==> config.mk <==
export PLATFORM = sky130hd
export DESIGN_NAME = sine_table_point_rotator_top
export DESIGN_NICKNAME = d
export VERILOG_FILES = /design/src/sv/sptr_pkg.sv /design/src/sv/sine_table_point_rotator_top.sv /design/src/sv/sptr_ram.sv
export SDC_FILE = /design/constraint.sdc
export NUM_CORES = 2
export LEC_CHECK = 0
export ABC_AREA = 1
export BUFFER_PORTS_ARGS = -buffer_cell sky130_fd_sc_hd__buf_2
export CORE_ASPECT_RATIO = 0.7
export CORE_MARGIN = 8
export CORE_UTILIZATION = 50
export CTS_BUF_LIST = sky130_fd_sc_hd__clkbuf_8
export DETAILED_ROUTE_END_ITERATION = 7
export MAX_ROUTING_LAYER = met4
export PLACE_DENSITY = 0.73
export REMOVE_ABC_BUFFERS = 1
export SYNTH_ARGS = -nofsm -noshare
export SYNTH_HDL_FRONTEND = slang
export SYNTH_SLANG_ARGS = --single-unit
==> constraint.sdc <==
create_clock -name aclk -period 14.3 [get_ports aclk]
set_input_delay 2.145 -clock aclk [delete_from_list [all_inputs] [get_ports aclk]]
set_output_delay 2.145 -clock aclk [all_outputs]
set_load 0.02 [all_outputs]
==> src/sv/sptr_pkg.sv <==
package sptr_pkg;

    // field widths
    localparam int unsigned COORD_W  = 16;
    localparam int unsigned TURN_W   = 8;
    localparam int unsigned RESULT_W = 17;

    // quarter-wave sine values, entries scaled by 256
    localparam int unsigned ROM_DEPTH  = 65;
    localparam int unsigned ROM_W      = 9;
    localparam int unsigned ROM_ADDR_W = $clog2(ROM_DEPTH);

    localparam logic [ROM_W-1:0] QUARTER_SINE [ROM_DEPTH] = '{
        9'd0,   9'd6,   9'd12,  9'd18,  9'd25,  9'd31,  9'd37,  9'd43,  9'd49,
        9'd56,  9'd62,  9'd68,  9'd74,  9'd80,  9'd86,  9'd92,  9'd97,  9'd103,
        9'd109, 9'd115, 9'd120, 9'd126, 9'd131, 9'd136, 9'd142, 9'd147, 9'd152,
        9'd157, 9'd162, 9'd167, 9'd171, 9'd176, 9'd181, 9'd185, 9'd189, 9'd193,
        9'd197, 9'd201, 9'd205, 9'd209, 9'd212, 9'd216, 9'd219, 9'd222, 9'd225,
        9'd228, 9'd231, 9'd234, 9'd236, 9'd238, 9'd241, 9'd243, 9'd244, 9'd246,
        9'd248, 9'd249, 9'd251, 9'd252, 9'd253, 9'd254, 9'd254, 9'd255, 9'd255,
        9'd255, 9'd256
    };

    typedef enum logic {
        ST_FILL,
        ST_RUN
    } sptr_state_t;

endpackage

==> src/sv/sine_table_point_rotator_top.sv <==
// channel | ports                          | direction | beat contents
// --------+--------------------------------+-----------+------------------------------
// input   | s_valid s_ready s_x_in s_y_in  | in        | point x, y (16b signed),
//         | s_turn                         |           | angle (8b, 256 per turn)
// result  | m_valid m_ready m_x_out m_y_out| out       | rotated x, y (17b signed)
//
// one beat in, one beat out; a new point is taken every cycle while the result beat is not stalled
// the pipe stages are table read, four products, then truncate and sum
// after reset the table ram is loaded from the package constants, all 65 entries,
// s_ready stays low until the load is done
// a stalled result beat holds the whole pipe in place, table read data included
module sine_table_point_rotator_top (
    input  logic                                 aclk,
    input  logic                                 aresetn,
    input  logic                                 s_valid,
    output logic                                 s_ready,
    input  logic signed [sptr_pkg::COORD_W-1:0]  s_x_in,
    input  logic signed [sptr_pkg::COORD_W-1:0]  s_y_in,
    input  logic        [sptr_pkg::TURN_W-1:0]   s_turn,
    output logic                                 m_valid,
    input  logic                                 m_ready,
    output logic signed [sptr_pkg::RESULT_W-1:0] m_x_out,
    output logic signed [sptr_pkg::RESULT_W-1:0] m_y_out
);

    import sptr_pkg::*;

    localparam int unsigned PROD_W = COORD_W + ROM_W + 1;
    localparam int unsigned CNT_W  = $clog2(ROM_DEPTH + 1);

    // table load sequencer
    sptr_state_t state_reg, state_next;
    logic [CNT_W-1:0] fill_cnt_reg, fill_cnt_next;
    logic             fill_we;

    // pipe control: everything moves together unless the result beat is stuck
    logic pipe_en;
    logic accept;

    // stage 1: table read in flight, factors with their sign already applied
    logic                      s1_valid_reg;
    logic signed [COORD_W-1:0] xs_fac_reg, ys_fac_reg, xc_fac_reg, yc_fac_reg;
    logic signed [COORD_W-1:0] xs_fac_next, ys_fac_next, xc_fac_next, yc_fac_next;

    // stage 2: products
    logic                     s2_valid_reg;
    logic signed [PROD_W-1:0] xs_prod_reg, ys_prod_reg, xc_prod_reg, yc_prod_reg;
    logic signed [PROD_W-1:0] xs_prod_next, ys_prod_next, xc_prod_next, yc_prod_next;

    // result register
    logic                       out_valid_reg;
    logic signed [RESULT_W-1:0] x_out_reg, y_out_reg, x_out_next, y_out_next;

    // angle folding
    logic [TURN_W-1:0]     cos_turn;
    logic                  sin_neg, cos_neg;
    logic [ROM_ADDR_W-1:0] sin_addr, cos_addr;
    logic [ROM_W-1:0]      sin_rdata, cos_rdata;

    // terms after divide by 256
    logic signed [RESULT_W-1:0] xs_term, ys_term, xc_term, yc_term;

    function automatic logic [ROM_ADDR_W-1:0] fold_addr(input logic [TURN_W-2:0] r);
        logic [TURN_W-1:0] mirrored;
        mirrored = TURN_W'(1 << (TURN_W - 1)) - {1'b0, r};
        // second quarter mirrors around the peak
        if (r[TURN_W-2]) begin
            fold_addr = ROM_ADDR_W'(mirrored);
        end else begin
            fold_addr = ROM_ADDR_W'(r);
        end
    endfunction

    // divide by 256 truncating toward zero
    function automatic logic signed [RESULT_W-1:0] trunc_div(input logic signed [PROD_W-1:0] p);
        logic signed [PROD_W-1:0] biased;
        biased = p + (p[PROD_W-1] ? PROD_W'(signed'(255)) : '0);
        trunc_div = RESULT_W'(biased >>> 8);
    endfunction

    // ---------------------------------------------------------------- load sequencer
    always_ff @(posedge aclk) begin
        if (!aresetn) begin
            state_reg    <= ST_FILL;
            fill_cnt_reg <= '0;
        end else begin
            state_reg    <= state_next;
            fill_cnt_reg <= fill_cnt_next;
        end
    end

    always_comb begin
        state_next    = state_reg;
        fill_cnt_next = fill_cnt_reg;
        fill_we       = 1'b0;
        case (state_reg)
            ST_FILL: begin
                fill_we       = 1'b1;
                fill_cnt_next = fill_cnt_reg + CNT_W'(1);
                // last table entry written this cycle
                if (fill_cnt_reg == CNT_W'(ROM_DEPTH - 1)) begin
                    state_next = ST_RUN;
                end
            end
            ST_RUN: begin
                fill_cnt_next = fill_cnt_reg;
            end
            default: begin
                state_next = ST_FILL;
            end
        endcase
    end

    // ---------------------------------------------------------------- handshake
    assign pipe_en = !out_valid_reg || m_ready;
    assign s_ready = pipe_en && (state_reg == ST_RUN);
    assign accept  = s_valid && s_ready;

    // ---------------------------------------------------------------- stage 0
    always_comb begin
        // cosine is the sine term at a quarter turn minus the angle
        cos_turn = TURN_W'(64) - s_turn;
        sin_neg  = s_turn[TURN_W-1];
        cos_neg  = cos_turn[TURN_W-1];
        sin_addr = fold_addr(s_turn[TURN_W-2:0]);
        cos_addr = fold_addr(cos_turn[TURN_W-2:0]);

        // lower half turn negates the factor, most negative value wraps to itself
        xs_fac_next = sin_neg ? COORD_W'(-s_x_in) : s_x_in;
        ys_fac_next = sin_neg ? COORD_W'(-s_y_in) : s_y_in;
        xc_fac_next = cos_neg ? COORD_W'(-s_x_in) : s_x_in;
        yc_fac_next = cos_neg ? COORD_W'(-s_y_in) : s_y_in;
    end

    sptr_ram #(
        .WIDTH (ROM_W),
        .DEPTH (ROM_DEPTH)
    ) u_sine_ram (
        .aclk    (aclk),
        .we      (fill_we),
        .waddr   (fill_cnt_reg[ROM_ADDR_W-1:0]),
        .wdata   (QUARTER_SINE[fill_cnt_reg[ROM_ADDR_W-1:0]]),
        .re      (accept),
        .raddr_a (sin_addr),
        .raddr_b (cos_addr),
        .rdata_a (sin_rdata),
        .rdata_b (cos_rdata)
    );

    // ---------------------------------------------------------------- stage 1
    always_comb begin
        xs_prod_next = xs_fac_reg * $signed({1'b0, sin_rdata});
        ys_prod_next = ys_fac_reg * $signed({1'b0, sin_rdata});
        xc_prod_next = xc_fac_reg * $signed({1'b0, cos_rdata});
        yc_prod_next = yc_fac_reg * $signed({1'b0, cos_rdata});
    end

    // ---------------------------------------------------------------- stage 2
    always_comb begin
        xs_term    = trunc_div(xs_prod_reg);
        ys_term    = trunc_div(ys_prod_reg);
        xc_term    = trunc_div(xc_prod_reg);
        yc_term    = trunc_div(yc_prod_reg);
        x_out_next = xc_term - ys_term;
        y_out_next = xs_term + yc_term;
    end

    // ---------------------------------------------------------------- pipe registers
    always_ff @(posedge aclk) begin
        if (!aresetn) begin
            s1_valid_reg  <= 1'b0;
            s2_valid_reg  <= 1'b0;
            out_valid_reg <= 1'b0;
        end else if (pipe_en) begin
            s1_valid_reg  <= accept;
            s2_valid_reg  <= s1_valid_reg;
            out_valid_reg <= s2_valid_reg;
        end
    end

    // payload, no reset
    always_ff @(posedge aclk) begin
        if (accept) begin
            xs_fac_reg <= xs_fac_next;
            ys_fac_reg <= ys_fac_next;
            xc_fac_reg <= xc_fac_next;
            yc_fac_reg <= yc_fac_next;
        end
        if (pipe_en) begin
            xs_prod_reg <= xs_prod_next;
            ys_prod_reg <= ys_prod_next;
            xc_prod_reg <= xc_prod_next;
            yc_prod_reg <= yc_prod_next;
            x_out_reg   <= x_out_next;
            y_out_reg   <= y_out_next;
        end
    end

    assign m_valid = out_valid_reg;
    assign m_x_out = x_out_reg;
    assign m_y_out = y_out_reg;

    // ---------------------------------------------------------------- assertions
    a_no_accept_in_fill: assert property (@(posedge aclk) disable iff (!aresetn)
        (state_reg == ST_FILL) |-> !s_ready)
        else $error("input taken while table load runs");

    a_load_complete: assert property (@(posedge aclk) disable iff (!aresetn)
        (state_reg == ST_RUN) |-> (fill_cnt_reg == CNT_W'(ROM_DEPTH)))
        else $error("run state entered with table not fully loaded");

    a_accept_enters_pipe: assert property (@(posedge aclk) disable iff (!aresetn)
        accept |=> s1_valid_reg)
        else $error("accepted beat missing from stage 1");

    a_stall_holds_pipe: assert property (@(posedge aclk) disable iff (!aresetn)
        !pipe_en |=> ($stable(s1_valid_reg) && $stable(s2_valid_reg)))
        else $error("pipe moved during result stall");

    a_stage_to_output: assert property (@(posedge aclk) disable iff (!aresetn)
        (pipe_en && s2_valid_reg) |=> m_valid)
        else $error("stage 2 beat lost on its way to the result register");

endmodule

==> src/sv/sptr_ram.sv <==
module sptr_ram #(
    parameter int unsigned WIDTH = 8,
    parameter int unsigned DEPTH = 16
) (
    input  logic                     aclk,
    input  logic                     we,
    input  logic [$clog2(DEPTH)-1:0] waddr,
    input  logic [WIDTH-1:0]         wdata,
    input  logic                     re,
    input  logic [$clog2(DEPTH)-1:0] raddr_a,
    input  logic [$clog2(DEPTH)-1:0] raddr_b,
    output logic [WIDTH-1:0]         rdata_a,
    output logic [WIDTH-1:0]         rdata_b
);

    logic [WIDTH-1:0] mem [DEPTH];

    always_ff @(posedge aclk) begin
        if (we) begin
            mem[waddr] <= wdata;
        end
        if (re) begin
            rdata_a <= mem[raddr_a];
            rdata_b <= mem[raddr_b];
        end
    end

endmodule

=== Word level (Yosys, flattened, before mapping) ===
Memories as Yosys holds them, arrays and structs flattened. A register that Yosys moved wholly into a read port is not among the register bits.
Cells that the tools add are included.
Widths: inputs -> output; s select.

* Bits in registers: 213
* RAM bits: 585
* Memory bits (read-only): 1152
* Bits of input ports: 44
* Output and inout bits: 36
* Word-level logic and storage cells: 56
* Memories: 2

{| class="wikitable"
|+ Memory list
! memory !! words !! width !! read ports !! clocked after memory_dff !! write ports !! line !! source
|-
| (no name shown) || 128 || 9 || 1 || 0 || 0 || sine_table_point_rotator_top.sv:142 || <nowiki>.wdata (QUARTER_SINE[fill_cnt_reg[ROM_ADDR_W-1:0]]),</nowiki>
|-
| u_sine_ram.mem || 65 || 9 || 2 || 2 || 1 || sptr_ram.sv:16 || <nowiki>logic [WIDTH-1:0] mem [DEPTH];</nowiki>
|}

* Add/subtract/negate cells: 12
* Multiply operators: 4
* Order comparisons: 1
* Eq/ne operators: 1
* Multiplexer cells: 16
* Bitwise logic cells: 1
* Reduce and logical (&&, ||, !) cells: 4

{| class="wikitable"
|+ Operators with widths
! kind !! count
|-
| $mul 16x10->26 || 4
|-
| $add 25x8->25 || 4
|-
| $mux 16 || 4
|-
| $mux 8 || 4
|-
| $neg 16->16 || 2
|-
| $mux 7 || 3
|-
| $mux 9 || 2
|-
| $add 17x17->17 || 1
|-
| $sub 17x17->17 || 1
|-
| $sub 1x7->7 const A || 2
|-
| $ge 8x8->1 const B || 1
|-
| $not 7->8 || 1
|-
| $sub 7x8->8 const A || 1
|-
| $add 7x1->7 const B || 1
|-
| $eq 7x7->1 const B || 1
|-
| $mux 1 || 3
|-
| $logic_and 1x1->1 || 2
|-
| $logic_not 1->1 || 1
|-
| $logic_or 1x1->1 || 1
|}

=== Depth between registers and ports, before layout ===
* Word-level depth: 4
* Depth in mapped cells: 25
* Gate-level depth less buffers: 23

=== Cells and area by module ===
A second synthesis with hierarchy kept.

* Cells, all modules: 7887
* Area, all modules: 65919.5 um^2

{| class="wikitable"
|+ By module, submodules not included
! module !! times used !! cells each !! area each (um^2)
|-
| sine_table_point_rotator_top || 1 || 4521 || 35601.6
|-
| sptr_ram || 1 || 3366 || 30317.8
|}

=== Worst setup path before layout ===
OpenSTA, ideal clock, no wires.

* Kind: register to register
* From: reg fill_cnt_reg[6]
* To: mem u_sine_ram.mem[0][4] in the netlist's numbering, data pin
* Library setup time: 918 ps
* Arrival time: 5159 ps
* Slack: 8223 ps
* Cell stages (with the launch flop): 4
* Buffers on the path: 0
* Clock period less this slack: 6077 ps
* Cell sequence: dfxtp_1 > nor2_1 > inv_1 > o41ai_1

* Longest elaborated chain between the ends: 4

{| class="wikitable"
|+ Ends and longest elaborated chain
! element !! line !! source
|-
| start: declaration || sine_table_point_rotator_top.sv:33 || <nowiki>logic [CNT_W-1:0] fill_cnt_reg, fill_cnt_next;</nowiki>
|-
| start signal: assignment || sine_table_point_rotator_top.sv:88 || <nowiki>fill_cnt_reg <= fill_cnt_next;</nowiki>
|-
| $not 7->8 (not written as such) || sine_table_point_rotator_top.sv:142 ||
|-
| $mem_v2 128x9 || -- ||
|-
| $mux 9 (not written as such) (2 in a row) || sine_table_point_rotator_top.sv:142 ||
|-
| named net u_sine_ram.wdata[4] || sptr_ram.sv:8 || <nowiki>input logic [WIDTH-1:0] wdata,</nowiki>
|-
| end: declaration || sptr_ram.sv:16 ||
|}

The timed path passes the listed nets, and every way through them passes these cells. The select of a mux whose other input is x is not followed.

=== Worst setup path after layout ===
* From: in s_turn[0] in the netlist's numbering
* To: reg u_sine_ram.rdata_b[1], read port of u_sine_ram.mem, data pin

* Longest elaborated chain between the ends: 3

{| class="wikitable"
|+ Ends and longest elaborated chain
! element !! line !! source
|-
| start: declaration || sine_table_point_rotator_top.sv:19 || <nowiki>input logic [sptr_pkg::TURN_W-1:0] s_turn,</nowiki>
|-
| $sub 7x8->8 * || sine_table_point_rotator_top.sv:122 || <nowiki>cos_turn = TURN_W'(64) - s_turn;</nowiki>
|-
| $sub 1x7->7 || sine_table_point_rotator_top.sv:65 || <nowiki>mirrored = TURN_W'(1 << (TURN_W - 1)) - {1'b0, r};</nowiki>
|-
| $mux 7 * || sine_table_point_rotator_top.sv:67 || <nowiki>if (r[TURN_W-2]) begin</nowiki>
|-
| end: declaration || sptr_ram.sv:13 || <nowiki>output logic [WIDTH-1:0] rdata_b</nowiki>
|}

Every way passes the cells marked *; elsewhere a longest branch is shown, timed or not.
A chain may end at the register's enable or synchronous reset.

==> summary by stage <==
Status
The flow ran to the end, but the final reports show violations. The final reports fail on DRC.

Global routing
The first global-routing pass estimated 290000 um of wire. Entering global routing, the biggest net connects 197 pins. met1 is the most crowded layer.

Global routing used 27.6% of the available tracks. Global routing used 41.5% of the available met1 tracks. The via count of the first global-routing pass is 47800. After global routing the overflow that remains totals 0.

For this run, global-route usage on met2 was measured as 36.4%. In the global route stage, met3 resource usage came out at 8.37%. The number of antenna violations at the first check in global routing is 7.

Power
The clock network burns 38.7% of the power. The analysis attributes to cell leakage a power of 33.3 nW. Summed over all nets, the switching power comes to 1.49 mW.

The net switching fraction of the power is 28.0%. In this run, flip-flops and latches consume 49.8% of the power. Combinational logic burns 11.5% of the power.

The power density of the placed cells is 78.7 nW/um^2. The design internal power is 3.83 mW. VDD sags by at most 103 uV.

Finish
The ratio of cells with drive above 1 in the final layout is 4.92%. The register with the most flip-flops in the layout has 585 of them. The synthesis-to-finish area growth is 6.41%. The finished layout holds 9260 standard cells, fillers aside. The number of nets at the end of the flow is 8327. u_sine_ram.mem holds more flip-flops than any other register.

Timing
On the final layout, the worst hold slack is 476 ps. The relative max-transition margin is 8.27%. The worst path uses 49.2% of the clock period. The smallest setup slack after layout is 7260 ps.

The worst setup skew after layout is 53.6 ps. The final number of hold-violating endpoints is 0. The transition at the pin with the smallest max-transition slack is 1380 ps. The total negative slack is 0 ps.

Setup violations remaining at the end of the flow were counted as 0. The total count of max-transition violations in the final report is 0. Setup repair after global routing left no endpoint under its margin.

Derived from the worst setup path, the maximum achievable clock frequency is 0.142 GHz. The post-route minimum period is 7040 ps.

Die
The die span in x is 442 um. The floorplan has 109 rows. In this run the vertical extent of the chip is 314 um.

The initial core utilization is 50.4%. The area of the core region is 126000 um^2. The floorplan step defined a die boundary enclosing 139000 um^2. The number of top-level pins is 80.

Clock tree
The count of H-tree levels built during CTS is 4. The number of setup buffers added after CTS is 0. In this run, CTS created clock tree buffers numbering 133. The clock root buffer is clkbuf_8. Hold repair after CTS inserted 0 buffers. Clock-pin slew was measured on the worst setup and hold paths at 60 ps.

Once the clock tree was built, the resizer swapped 0 gates to a different size. The clock insertion delay at the later pin of the skew report is 870 ps. The longest clock path from root to sink contains 3 buffers.

The CTS tree is built. The clock net sink count is 814.

Worst setup path
Data arrives at the worst endpoint at 7650 ps. Walking the worst path, the cells encountered are buf_8 -> inv_6 -> ha_1 -> nand2_2 -> inv_2 -> nand3b_1 -> nor2_1 -> ha_1 -> nand3_4 -> nand2_4 -> buf_4 -> nand2_1 -> nand3_1 -> nand2_1 -> nand2_1 -> nand2_1 -> nand2_1 -> nand3_1 -> nand3_1 -> nand2_1. STA classifies the critical path endpoint as a flip-flop.

For the worst setup path, the data required time is 14910 ps. The peak per-stage delay on the critical path is 950 ps. Along the worst path, the maximum fanout reaches 124. The internal reg-to-reg setup slack is 8170 ps.

The most numerous cell type found on the critical path is nand2_1. By startpoint and endpoint, the worst setup path is classified as in2reg. STA classifies the critical path startpoint as an input pin. The largest individual stage delay along the critical path comes from the cell buf_4.

Route
After detailed routing, the number of vias per cell comes to 5.46. The antenna violation net count after detailed routing is 0. The first TritonRoute pass finished after 8 iterations. The detailed router finished its first iteration with 6882 violations. The routed wirelength normalized by instance count is 20.4 um. The number of remaining DRC errors is 1. Detailed routing inserted a total of 50600 vias.

The routed wire length is 189000 um.

Placed design
After legalization and detailed placement, the total HPWL measured 137000 um. The final weighted congestion in routability-driven placement is 0.988. After detailed placement, the design holds a cell count of 9020.

The count of buffers added on input and output ports is 79. Prior to clock tree synthesis, the placed netlist has a worst setup slack of 6600 ps.

Synth
Counting distinct cell types in the post-synthesis netlist gives 56. Ranked by total cell area, the synthesized netlist is headed by edfxtp_1, fa_1, nand2_1, inv_1, ha_1. A synthesized cell averages 8.42 um^2.

Summing the areas of all compound-gate instances in the mapped netlist gives 5.40% of the synthesized area. The synthesized design contains 803 enable-type register cells. The top-area cell type share of the netlist area is 38.0%.

The adder and majority gate portion of the synthesized area is 21.4%. The most area-hungry cell type in the Yosys netlist is edfxtp_1. After synthesis, the share of cell area in mux cells is 0%.

The dominant synthesized flop cell is edfxtp_1. Summing the areas of all and, or, nand and nor instances in the mapped netlist gives 22.2% of the synthesized area. Synthesis inferred 814 register bits. The post-synthesis xor/xnor area fraction is 2.88%.

The fraction of the yosys area taken by sequential cells is 38.3%. The cell area that synthesis handed to floorplanning was 63500 um^2. The dominant combinational cell family by area after synthesis is simple AND/OR/NAND/NOR gates. The commonest cells after synthesis are nand2_1, inv_1, edfxtp_1, fa_1, nand3_1. Synthesis produced a netlist whose cell count is 7545. In the synthesized netlist the async set-or-reset flop fraction comes to 0%. The count of yosys warnings during synthesis is 0. Among all cell types in the netlist, the one instantiated most often is nand2_1.

Run
Across the run, the number of max-cap violations was 0.

Hold path
The type of the most critical hold path is reg2reg.
worst paths after layout:
| kind | from | endpoint | cells past startpoint |
|---|---|---|---|
| worst max-delay path | s_turn[0] | u_sine_ram.rdata_b[1] | 20 |
| worst min-delay path | s2_valid_reg | s2_valid_reg | 2 |
| worst max register to register | u_sine_ram.rdata_b[1] | xc_prod_reg[25] | 21 |
| worst min register to register | s2_valid_reg | s2_valid_reg | 2 |
stage by stage:
stage	util, %	power, mW	area [um^2]
after floorplan	-	3.05	62100
after global placement	51.5	3.28	65000
after detailed placement	51.5	3.28	65000
after CTS	53.6	5.32	67600
after global routing	53.6	5.49	67600
final	53.6	5.32	67600
cell type report:
class / count / area (um^2)
clock inverter: 96 / 684
sequential: 814 / 24300
timing repair buffer: 123 / 761
multi-input combinational: 5141 / 33000
fill: 11500 / 58600
tap: 1665 / 2080
clock buffer: 136 / 1870
antenna: 8 / 20.0
inverter: 1277 / 4800
layer usage:
layer / vias up / wire, um
li1: 23500 / -
met1: 24100 / 85900
met2: 2720 / 73500
met3: 253 / 25700
met4: 0 / 3500
met5: - / 0
power groups by stage:
stage               registers (mW)  clock network [mW]  logic, mW
finish                        2.65                2.06      0.613
global route                  2.65                2.18      0.658
CTS                           2.65                2.08      0.588
detailed placement            2.70                   0      0.586
global placement              2.70                   0      0.583
floorplan                     2.70                   0      0.348
worst max-delay path, delay by kind of cell:
family | cells | cell delay [ps]
adder cells (fa/ha/maj) | 2 | 920
buffers and inverters | 4 | 2010
AND/OR/NAND/NOR | 14 | 2350
layout by cell type (no fill, tap or decap), types with 9 or more instances in the layout:
cell type	netlist	routed
nand2_1	2597	2597
o21ai_0	270	269
dfxtp_1	11	10
a21o_1	20	20
nor3_1	45	45
and2_1	9	9
o21ai_1	103	103
clkinv_1	3	28
clkbuf_8	0	136
xor2_1	148	148
ha_1	303	303
nor4_1	15	15
clkinv_2	0	13
a21oi_1	165	164
inv_2	14	13
nor2_1	340	340
o21bai_1	15	15
a211oi_1	10	10
inv_1	1260	1293
nand4_1	31	31
edfxtp_1	803	803
xnor2_1	58	58
buf_4	23	42
nand3_1	414	414
fa_1	490	490
or2_2	29	29
buf_2	79	78
a31oi_1	14	14
logic make-up (layout without fill, tap and decap cells):
family,after synthesis,in the layout
other,0,8
AO/OA/AOI/OAI,633,633
adder cells (fa/ha/maj),793,793
AND/OR/NAND/NOR,3508,3508
buffers and inverters,1590,1632
flip-flops,814,814
XOR/XNOR,207,207
No activity file was read; power rests on OpenSTA's default activity.
